[config.mk]
export PLATFORM = sky130hd
export DESIGN_NAME = indexed_insert_remove_array_core
export DESIGN_NICKNAME = d
export VERILOG_FILES = /design/src/rtl/iira_pkg.sv /design/src/rtl/indexed_insert_remove_array_core.sv /design/src/rtl/iira_mem.sv /design/src/rtl/iira_step.sv /design/src/rtl/iira_ctrl.sv
export SDC_FILE = /design/constraint.sdc
export NUM_CORES = 2
export LEC_CHECK = 0
export BUFFER_PORTS_ARGS = -buffer_cell sky130_fd_sc_hd__buf_2
export CAP_MARGIN = 20
export CELL_PAD_IN_SITES_DETAIL_PLACEMENT = 1
export CELL_PAD_IN_SITES_GLOBAL_PLACEMENT = 1
export CORE_ASPECT_RATIO = 0.9
export CORE_MARGIN = 4
export CORE_UTILIZATION = 50
export DETAILED_ROUTE_END_ITERATION = 8
export PLACE_DENSITY_LB_ADDON = 0.1
export SYNTH_ARGS = -nofsm -noshare
export SYNTH_HDL_FRONTEND = slang
export SYNTH_HIERARCHICAL = 1
export SYNTH_SLANG_ARGS = --single-unit
[constraint.sdc]
create_clock -name clk_i -period 12.4 [get_ports clk_i]
set_clock_uncertainty 0.2 [all_clocks]
set_input_delay 1.24 -clock clk_i [delete_from_list [all_inputs] [get_ports clk_i]]
set_output_delay 1.24 -clock clk_i [all_outputs]
set_load 0.01 [all_outputs]
[src/rtl/iira_pkg.sv]
// Package for the indexed insert/remove array core.
// Holds the item and result structs, operation codes and sequencer states.
// No dependencies.
package iira_pkg;

  localparam int KIND_W    = 3;
  localparam int POS_W     = 7;
  localparam int VAL_W     = 32;
  localparam int CNT_OUT_W = 7;

  typedef enum logic [KIND_W-1:0] {
    KIND_GET    = 3'd0,
    KIND_SET    = 3'd1,
    KIND_PUSH   = 3'd2,
    KIND_POP    = 3'd3,
    KIND_INSERT = 3'd4,
    KIND_REMOVE = 3'd5,
    KIND_CLEAR  = 3'd6
  } kind_e;

  typedef enum logic [2:0] {
    ST_IDLE,
    ST_EXEC,
    ST_RDATA,
    ST_SHUP,
    ST_INS_FIN,
    ST_RMV_GET,
    ST_SHDN,
    ST_RMV_FIN
  } state_e;

  typedef struct packed {
    logic [KIND_W-1:0] kind;
    logic [POS_W-1:0]  position;
    logic [VAL_W-1:0]  value_in;
  } req_t;

  typedef struct packed {
    logic                 status;
    logic [VAL_W-1:0]     value_out;
    logic [CNT_OUT_W-1:0] count;
  } rsp_t;

endpackage

[src/rtl/indexed_insert_remove_array_core.sv]
// Top level of the indexed insert/remove array.
// Instantiates iira_ctrl, iira_step and iira_mem; uses iira_pkg.
//
// Usage:
//   Drive req_i and raise start; the item is taken at a clock edge where
//   start is high and busy is low. busy stays high while the item runs.
//   Each item yields exactly one result on rsp_o, shown for one cycle with
//   done_o high. The receiver cannot stall; a result not taken is lost.
//   Set, push, clear and every error are answered from the execute state,
//   get and pop from the read-data state after it, and insert and remove
//   after any shift states and a finish state. busy falls in the result
//   cycle, so the next item may start then; no new item is taken while one
//   runs. Insert and remove move one element per cycle through the single
//   write and single read port of the store, with one shared step unit
//   advancing the shift pointer each cycle.
//   Reset clears the live count to zero and the sequencer to idle; the
//   element words are not cleared and no clearing pass runs.
module indexed_insert_remove_array_core #(
  parameter int CAPACITY      = 64,
  parameter int ELEMENT_WIDTH = 32
) (
  input  logic           clk_i,
  input  logic           rst_ni,
  input  logic           start,
  output logic           busy,
  input  iira_pkg::req_t req_i,
  output logic           done_o,
  output iira_pkg::rsp_t rsp_o
);

  localparam int AW = $clog2(CAPACITY);
  localparam int CW = $clog2(CAPACITY + 1);

  logic                     mem_we;
  logic [AW-1:0]            mem_waddr;
  logic [ELEMENT_WIDTH-1:0] mem_wdata;
  logic                     mem_re;
  logic [AW-1:0]            mem_raddr;
  logic [ELEMENT_WIDTH-1:0] mem_rdata;
  logic [CW-1:0]            step_a;
  logic [CW-1:0]            step_b;
  logic                     step_dec;
  logic [CW-1:0]            step_res;
  logic                     step_eq;
  logic                     step_hit;

  // sequencer
  iira_ctrl #(
    .CAPACITY      (CAPACITY),
    .ELEMENT_WIDTH (ELEMENT_WIDTH)
  ) u_ctrl (
    .clk_i       (clk_i),
    .rst_ni      (rst_ni),
    .start_i     (start),
    .busy_o      (busy),
    .req_i       (req_i),
    .done_o      (done_o),
    .rsp_o       (rsp_o),
    .mem_we_o    (mem_we),
    .mem_waddr_o (mem_waddr),
    .mem_wdata_o (mem_wdata),
    .mem_re_o    (mem_re),
    .mem_raddr_o (mem_raddr),
    .mem_rdata_i (mem_rdata),
    .step_a_o    (step_a),
    .step_b_o    (step_b),
    .step_dec_o  (step_dec),
    .step_res_i  (step_res),
    .step_eq_i   (step_eq),
    .step_hit_i  (step_hit)
  );

  // shared pointer and count step unit
  iira_step #(
    .W (CW)
  ) u_step (
    .a_i   (step_a),
    .b_i   (step_b),
    .dec_i (step_dec),
    .res_o (step_res),
    .eq_o  (step_eq),
    .hit_o (step_hit)
  );

  // element store
  iira_mem #(
    .DEPTH (CAPACITY),
    .WIDTH (ELEMENT_WIDTH)
  ) u_mem (
    .clk_i   (clk_i),
    .we_i    (mem_we),
    .waddr_i (mem_waddr),
    .wdata_i (mem_wdata),
    .re_i    (mem_re),
    .raddr_i (mem_raddr),
    .rdata_o (mem_rdata)
  );

endmodule

[src/rtl/iira_mem.sv]
// Element store: one write port, one read port with registered read data.
// No package dependencies.
module iira_mem #(
  parameter int DEPTH = 64,
  parameter int WIDTH = 32,
  localparam int AW   = $clog2(DEPTH)
) (
  input  logic             clk_i,
  input  logic             we_i,
  input  logic [AW-1:0]    waddr_i,
  input  logic [WIDTH-1:0] wdata_i,
  input  logic             re_i,
  input  logic [AW-1:0]    raddr_i,
  output logic [WIDTH-1:0] rdata_o
);

  logic [WIDTH-1:0] mem_q [DEPTH];
  logic [WIDTH-1:0] rdata_q;

  // write and read the array, read data registered
  always_ff @(posedge clk_i) begin
    if (we_i) begin
      mem_q[waddr_i] <= wdata_i;
    end
    if (re_i) begin
      rdata_q <= mem_q[raddr_i];
    end
  end

  assign rdata_o = rdata_q;

endmodule

[src/rtl/iira_step.sv]
// Shared step unit: increments or decrements a pointer or count and compares.
// No package dependencies.
module iira_step #(
  parameter int W = 7
) (
  input  logic [W-1:0] a_i,
  input  logic [W-1:0] b_i,
  input  logic         dec_i,
  output logic [W-1:0] res_o,
  output logic         eq_o,
  output logic         hit_o
);

  // step by one in the chosen direction
  assign res_o = dec_i ? (a_i - W'(1)) : (a_i + W'(1));
  // compare the stepped value and the operand itself against the bound
  assign eq_o  = (res_o == b_i);
  assign hit_o = (a_i == b_i);

endmodule

[src/rtl/iira_ctrl.sv]
// Sequencer for the indexed insert/remove array: decodes an item, drives the
// element store and the shared step unit, and registers the result. Uses iira_pkg.
module iira_ctrl #(
  parameter int CAPACITY      = 64,
  parameter int ELEMENT_WIDTH = 32,
  localparam int AW   = $clog2(CAPACITY),
  localparam int CW   = $clog2(CAPACITY + 1)
) (
  input  logic                     clk_i,
  input  logic                     rst_ni,
  input  logic                     start_i,
  output logic                     busy_o,
  input  iira_pkg::req_t           req_i,
  output logic                     done_o,
  output iira_pkg::rsp_t           rsp_o,
  output logic                     mem_we_o,
  output logic [AW-1:0]            mem_waddr_o,
  output logic [ELEMENT_WIDTH-1:0] mem_wdata_o,
  output logic                     mem_re_o,
  output logic [AW-1:0]            mem_raddr_o,
  input  logic [ELEMENT_WIDTH-1:0] mem_rdata_i,
  output logic [CW-1:0]            step_a_o,
  output logic [CW-1:0]            step_b_o,
  output logic                     step_dec_o,
  input  logic [CW-1:0]            step_res_i,
  input  logic                     step_eq_i,
  input  logic                     step_hit_i
);

  localparam int CMPW = (CW > iira_pkg::POS_W) ? CW : iira_pkg::POS_W;
  localparam int MW   = (ELEMENT_WIDTH > iira_pkg::VAL_W) ? ELEMENT_WIDTH : iira_pkg::VAL_W;

  iira_pkg::state_e         state_q, state_d;
  iira_pkg::kind_e          kind_q;
  logic [CMPW-1:0]          pos_q;
  logic [ELEMENT_WIDTH-1:0] val_q;
  logic [CW-1:0]            cnt_q, cnt_d;
  logic [CW-1:0]            ptr_q, ptr_d;
  logic [CW-1:0]            dst_q, dst_d;
  logic [ELEMENT_WIDTH-1:0] ret_q, ret_d;
  logic                     done_q, done_d;
  iira_pkg::rsp_t           rsp_q, rsp_d;

  logic [MW-1:0]            vin_ext;
  logic [MW-1:0]            rd_ext;
  logic [MW-1:0]            ret_ext;
  logic [CMPW-1:0]          cnt_ext;
  logic [CMPW-1:0]          cnt_d_ext;
  logic [CW-1:0]            pos_c;
  logic                     pos_lt, pos_le, not_full, not_empty;
  logic                     fin_err;
  logic [iira_pkg::VAL_W-1:0] fin_val;

  // fit the input value to the element width and elements back to the port
  assign vin_ext = MW'(req_i.value_in);
  assign rd_ext  = MW'(mem_rdata_i);
  assign ret_ext = MW'(ret_q);

  // bounds checks against the live count
  assign cnt_ext   = CMPW'(cnt_q);
  assign pos_c     = pos_q[CW-1:0];
  assign pos_lt    = (pos_q < cnt_ext);
  assign pos_le    = (pos_q <= cnt_ext);
  assign not_full  = (cnt_q != CW'(CAPACITY));
  assign not_empty = (cnt_q != '0);

  assign busy_o = (state_q != iira_pkg::ST_IDLE);

  // next state
  always_comb begin
    state_d = state_q;
    unique case (state_q)
      iira_pkg::ST_IDLE: begin
        if (start_i) begin
          state_d = iira_pkg::ST_EXEC;
        end
      end
      iira_pkg::ST_EXEC: begin
        unique case (kind_q)
          iira_pkg::KIND_GET:
            state_d = pos_lt ? iira_pkg::ST_RDATA : iira_pkg::ST_IDLE;
          iira_pkg::KIND_POP:
            state_d = not_empty ? iira_pkg::ST_RDATA : iira_pkg::ST_IDLE;
          iira_pkg::KIND_INSERT: begin
            if (pos_le && not_full) begin
              state_d = pos_lt ? iira_pkg::ST_SHUP : iira_pkg::ST_INS_FIN;
            end else begin
              state_d = iira_pkg::ST_IDLE;
            end
          end
          iira_pkg::KIND_REMOVE:
            state_d = pos_lt ? iira_pkg::ST_RMV_GET : iira_pkg::ST_IDLE;
          default: state_d = iira_pkg::ST_IDLE;
        endcase
      end
      iira_pkg::ST_RDATA:   state_d = iira_pkg::ST_IDLE;
      iira_pkg::ST_SHUP: begin
        if (step_hit_i) begin
          state_d = iira_pkg::ST_INS_FIN;
        end
      end
      iira_pkg::ST_INS_FIN: state_d = iira_pkg::ST_IDLE;
      iira_pkg::ST_RMV_GET:
        state_d = step_eq_i ? iira_pkg::ST_RMV_FIN : iira_pkg::ST_SHDN;
      iira_pkg::ST_SHDN: begin
        if (step_eq_i) begin
          state_d = iira_pkg::ST_RMV_FIN;
        end
      end
      iira_pkg::ST_RMV_FIN: state_d = iira_pkg::ST_IDLE;
      default:              state_d = iira_pkg::ST_IDLE;
    endcase
  end

  // datapath controls per state
  always_comb begin
    mem_we_o    = 1'b0;
    mem_waddr_o = dst_q[AW-1:0];
    mem_wdata_o = mem_rdata_i;
    mem_re_o    = 1'b0;
    mem_raddr_o = step_res_i[AW-1:0];
    step_a_o    = cnt_q;
    step_b_o    = cnt_q;
    step_dec_o  = 1'b1;
    cnt_d       = cnt_q;
    ptr_d       = ptr_q;
    dst_d       = dst_q;
    ret_d       = ret_q;
    done_d      = 1'b0;
    fin_err     = 1'b1;
    fin_val     = '0;
    unique case (state_q)
      iira_pkg::ST_IDLE: begin
      end
      iira_pkg::ST_EXEC: begin
        unique case (kind_q)
          iira_pkg::KIND_GET: begin
            // fetch the entry; the read-data state answers with it
            mem_re_o    = pos_lt;
            mem_raddr_o = pos_c[AW-1:0];
            done_d      = !pos_lt;
          end
          iira_pkg::KIND_SET: begin
            mem_we_o    = pos_lt;
            mem_waddr_o = pos_c[AW-1:0];
            mem_wdata_o = val_q;
            done_d      = 1'b1;
            fin_err     = !pos_lt;
          end
          iira_pkg::KIND_PUSH: begin
            // write at the end and grow
            step_dec_o  = 1'b0;
            mem_we_o    = not_full;
            mem_waddr_o = cnt_q[AW-1:0];
            mem_wdata_o = val_q;
            done_d      = 1'b1;
            fin_err     = !not_full;
            if (not_full) begin
              cnt_d = step_res_i;
            end
          end
          iira_pkg::KIND_POP: begin
            // fetch the last entry at count minus one
            mem_re_o = not_empty;
            done_d   = !not_empty;
          end
          iira_pkg::KIND_INSERT: begin
            if (pos_le && not_full) begin
              // start the upward shift from the top entry
              mem_re_o = pos_lt;
              ptr_d    = step_res_i;
              dst_d    = cnt_q;
            end else begin
              done_d = 1'b1;
            end
          end
          iira_pkg::KIND_REMOVE: begin
            mem_re_o    = pos_lt;
            mem_raddr_o = pos_c[AW-1:0];
            ptr_d       = pos_c;
            done_d      = !pos_lt;
          end
          iira_pkg::KIND_CLEAR: begin
            cnt_d   = '0;
            done_d  = 1'b1;
            fin_err = 1'b0;
          end
          default: begin
            done_d = 1'b1;
          end
        endcase
      end
      iira_pkg::ST_RDATA: begin
        // answer get or pop with the fetched entry; pop also shrinks the count
        done_d  = 1'b1;
        fin_err = 1'b0;
        fin_val = rd_ext[iira_pkg::VAL_W-1:0];
        if (kind_q == iira_pkg::KIND_POP) begin
          cnt_d = step_res_i;
        end
      end
      iira_pkg::ST_SHUP: begin
        // move one entry up, fetch the one below it
        step_a_o = ptr_q;
        step_b_o = pos_c;
        mem_we_o = 1'b1;
        if (!step_hit_i) begin
          mem_re_o = 1'b1;
          ptr_d    = step_res_i;
          dst_d    = ptr_q;
        end
      end
      iira_pkg::ST_INS_FIN: begin
        // place the new entry and grow
        step_dec_o  = 1'b0;
        mem_we_o    = 1'b1;
        mem_waddr_o = pos_c[AW-1:0];
        mem_wdata_o = val_q;
        cnt_d       = step_res_i;
        done_d      = 1'b1;
        fin_err     = 1'b0;
      end
      iira_pkg::ST_RMV_GET: begin
        // hold the removed entry, fetch its upper neighbor
        ret_d      = mem_rdata_i;
        step_a_o   = ptr_q;
        step_dec_o = 1'b0;
        if (!step_eq_i) begin
          mem_re_o = 1'b1;
          ptr_d    = step_res_i;
          dst_d    = ptr_q;
        end
      end
      iira_pkg::ST_SHDN: begin
        // move one entry down, fetch the next one up
        step_a_o   = ptr_q;
        step_dec_o = 1'b0;
        mem_we_o   = 1'b1;
        if (!step_eq_i) begin
          mem_re_o = 1'b1;
          ptr_d    = step_res_i;
          dst_d    = ptr_q;
        end
      end
      iira_pkg::ST_RMV_FIN: begin
        // shrink and answer with the removed entry
        cnt_d   = step_res_i;
        done_d  = 1'b1;
        fin_err = 1'b0;
        fin_val = ret_ext[iira_pkg::VAL_W-1:0];
      end
      default: begin
      end
    endcase
  end

  // assemble the result
  assign cnt_d_ext       = CMPW'(cnt_d);
  assign rsp_d.status    = fin_err;
  assign rsp_d.value_out = fin_val;
  assign rsp_d.count     = cnt_d_ext[iira_pkg::CNT_OUT_W-1:0];

  // control state
  always_ff @(posedge clk_i or negedge rst_ni) begin
    if (!rst_ni) begin
      state_q <= iira_pkg::ST_IDLE;
      cnt_q   <= '0;
      done_q  <= 1'b0;
    end else begin
      state_q <= state_d;
      cnt_q   <= cnt_d;
      done_q  <= done_d;
    end
  end

  // payload registers
  always_ff @(posedge clk_i) begin
    if (state_q == iira_pkg::ST_IDLE && start_i) begin
      kind_q <= iira_pkg::kind_e'(req_i.kind);
      pos_q  <= CMPW'(req_i.position);
      val_q  <= vin_ext[ELEMENT_WIDTH-1:0];
    end
    ptr_q <= ptr_d;
    dst_q <= dst_d;
    ret_q <= ret_d;
    if (done_d) begin
      rsp_q <= rsp_d;
    end
  end

  assign done_o = done_q;
  assign rsp_o  = rsp_q;

endmodule

==> metrics <==
outcome=completed; number of max-cap violations=0; Clk Latency, worst-skew pair=0.85 ns; CTS tree=yes; first-pass GRT wire length=345 mm; register area share after synthesis=0.779; hold buffers post-CTS=0; chip height=400 µm; Worst Max-Slew Pin Slew=1.19 ns; syn nets=3,830; Layout area overhead=12.6%; largest delay contributor family on the critical path=multiplexers; Critical Path End Type=flop; grt total ovfl=0; vias per std cell=6.54; YS warnings=6; # port buffers=86; Worst Hold Class=input pin to asynchronous set/reset pin; slowest CP cell=buf_4; CTS Root Cell=clkbuf_16; Bufs on Longest Clock Path=3; CP required=12.77 ns; Final Cycle Share=0.591; Placed Area=89,200 µm²; number of synthesized flops with an enable pin=2,207; Post-CTS Resized=0; Total GRT Usage=0.281; Gate Count Post-Synth=3,771; Die Wd=444 µm; total routed wirelength=247 mm; RSZ-0062 raised after global routing=no; Slew headroom=0.205; post-DP HPWL=132 mm; Register-to-Register Path Depth=12; fin nets=4,062; post-synth top area share=0.776; Post-Syn Area per Cell=22.6 µm²; max-slew violations=0; most common library cells after synthesis=2,207 x edfxtp_1, 544 x mux4_2, 157 x nor2_1; largest net degree at the start of global routing=132; Final Hold Fails=0; Setup CP Type=flop to flop; Worst-path clk slew=0.06 ns; Arr. time, crit path=7.70 ns; Initial Util=0.505; achievable frequency=136 MHz; Yosys reg bits=2,218; number of vias in the routed layout=42.1k; die area=178,000 µm²; Top FF cell, synth=edfxtp_1; Post-DRT Antenna Nets=0; share of flip-flops with an asynchronous set or reset=0.00496; core box area=169,000 µm²; CP Max Fanout=131; top post-synthesis cells by area=edfxtp_1 78%, mux4_2 14%, mux2i_1 1.1%; Final setup viols=0; Final GP Congestion=0.831; initial DRC count=5,727; fillers=14.1k; critical path depth=12; clock sink total=2,218; FP Rows=143; worst path cell trace=nand2b_4, and3_4, a21oi_2, mux2_2, fa_1, mux2_8, buf_4, buf_12, mux4_2, mux4_2, o22ai_1, nor2_1; post-route setup TNS=0 ns; drt pass-1 iters=5; worst path bufs/invs=2; Crit path largest cell delay=0.71 ns; layout cells sized above 1=0.287; Critical R2R Launch=u_ctrl/state_q[0]$_DFFE_PN0P_; CTS Buf Count=214; H-tree depth=4; Top cell by count, worst path=mux4_2; # DRC=0; crit start category=flop; most numerous cell in the Yosys netlist=edfxtp_1; Tmin final=7.33 ns; io pins=87; vias in the first global route=43.0k; wire length per cell=38.4 µm; initial antenna violation count=8; Yosys cell types=74; Final Cell Area=96,200 µm²; Worst setup startpoint=u_ctrl/state_q[0]$_DFFE_PN0P_; postcts setup bufs=0; cell taking the most area after synthesis=edfxtp_1; mapped cell area=85,400 µm²
cells by family after synthesis:
logic type / count (synthesis) / share of synthesized area
flops: 2218 / 0.779
mux: 690 / 0.161
compound gates: 311 / 0.0254
simple gates: 300 / 0.0170
buf+inv: 216 / 0.0123
xor+xnor: 22 / 0.00258
fa+ha+maj: 14 / 0.00223
flip-flops by register name (all words and copies together), names as in the netlist:
register        cells
u_ctrl/cnt_ext      7
u_ctrl/done_o       1
u_ctrl/dst_q        6
u_ctrl/kind_q       3
u_ctrl/pos_c        7
u_ctrl/ptr_q        7
u_ctrl/ret_ext     32
u_ctrl/rsp_o       40
u_ctrl/state_q      3
u_ctrl/val_q       32
u_mem/mem_q      2048
u_mem/rdata_o      32
stage by stage:
step                setup slack [ns]  cells  hold WS (ns)   util
detailed placement              4.96   6020         0.304  0.527
floorplan                       6.86   3771         0.243      -
finish                          5.07   6430         0.102  0.568
global placement                5.17   6018         0.277  0.527
global route                    4.71   6428        0.0738  0.568
CTS                             4.96   6414        0.0495  0.567
worst paths after layout:
kind                            slack, ns                       endpoint
worst min register to register       0.31   u_ctrl/ret_ext[17]$_DFFE_PP_
worst max-delay path                 5.07    u_mem/rdata_o[16]$_DFFE_PP_
max in group asynchronous           11.67  u_ctrl/state_q[1]$_DFFE_PN0P_
worst max register to register       5.07    u_mem/rdata_o[16]$_DFFE_PP_
worst min-delay path                 0.10    u_ctrl/cnt_ext[2]$_DFF_PN0_
min in group clk_i                   0.31   u_ctrl/ret_ext[17]$_DFFE_PP_
layer usage:
layer  track usage  up-vias  share of wire
met5             0        -        0.00026
met4        0.0791        2          0.029
met3        0.0555      376          0.092
met2         0.442     2141           0.47
met1         0.408    23042           0.40
li1              -    16520              -
area by class of cell:
cell class                 count  area, µm²  share of cell area
antenna                        2       5.00           0.0000520
clock buffer                 254       5590              0.0581
clock inverter               140       1060              0.0110
inverter                      15       56.3            0.000585
multi-input combinational   1337      18400               0.192
sequential                  2218      66500               0.692
tap                         2247       2810              0.0292
timing repair buffer         217       1700              0.0176
cells in the final DEF, fill, tap and decap left out, types with 6 or more instances in the layout:
cell type and n:
clkbuf_16 218, a22o_1 38, o22ai_1 85, nor2b_1 21, o221ai_1 28, a221o_1 7
nand3b_1 7, clkinv_1 69, a21oi_1 74, buf_2 86, xor2_1 6, inv_1 14
a22oi_1 15, bufinv_16 12, nor3_1 6, buf_12 21, clkbuf_1 36, clkinv_2 46
nor2_1 91, nand3_1 13, nand2b_1 11, mux2_2 48, xnor2_1 14, a311oi_1 8
ha_1 12, edfxtp_1 2207, nor2_4 66, nand2_1 40, o21ai_0 16, buf_4 109
mux2i_1 94, mux4_2 544, dfrtp_1 11
Power is left out: the tool's default activity adds up to more than one toggle a clock period on the data nets, which glitch-free logic cannot reach.
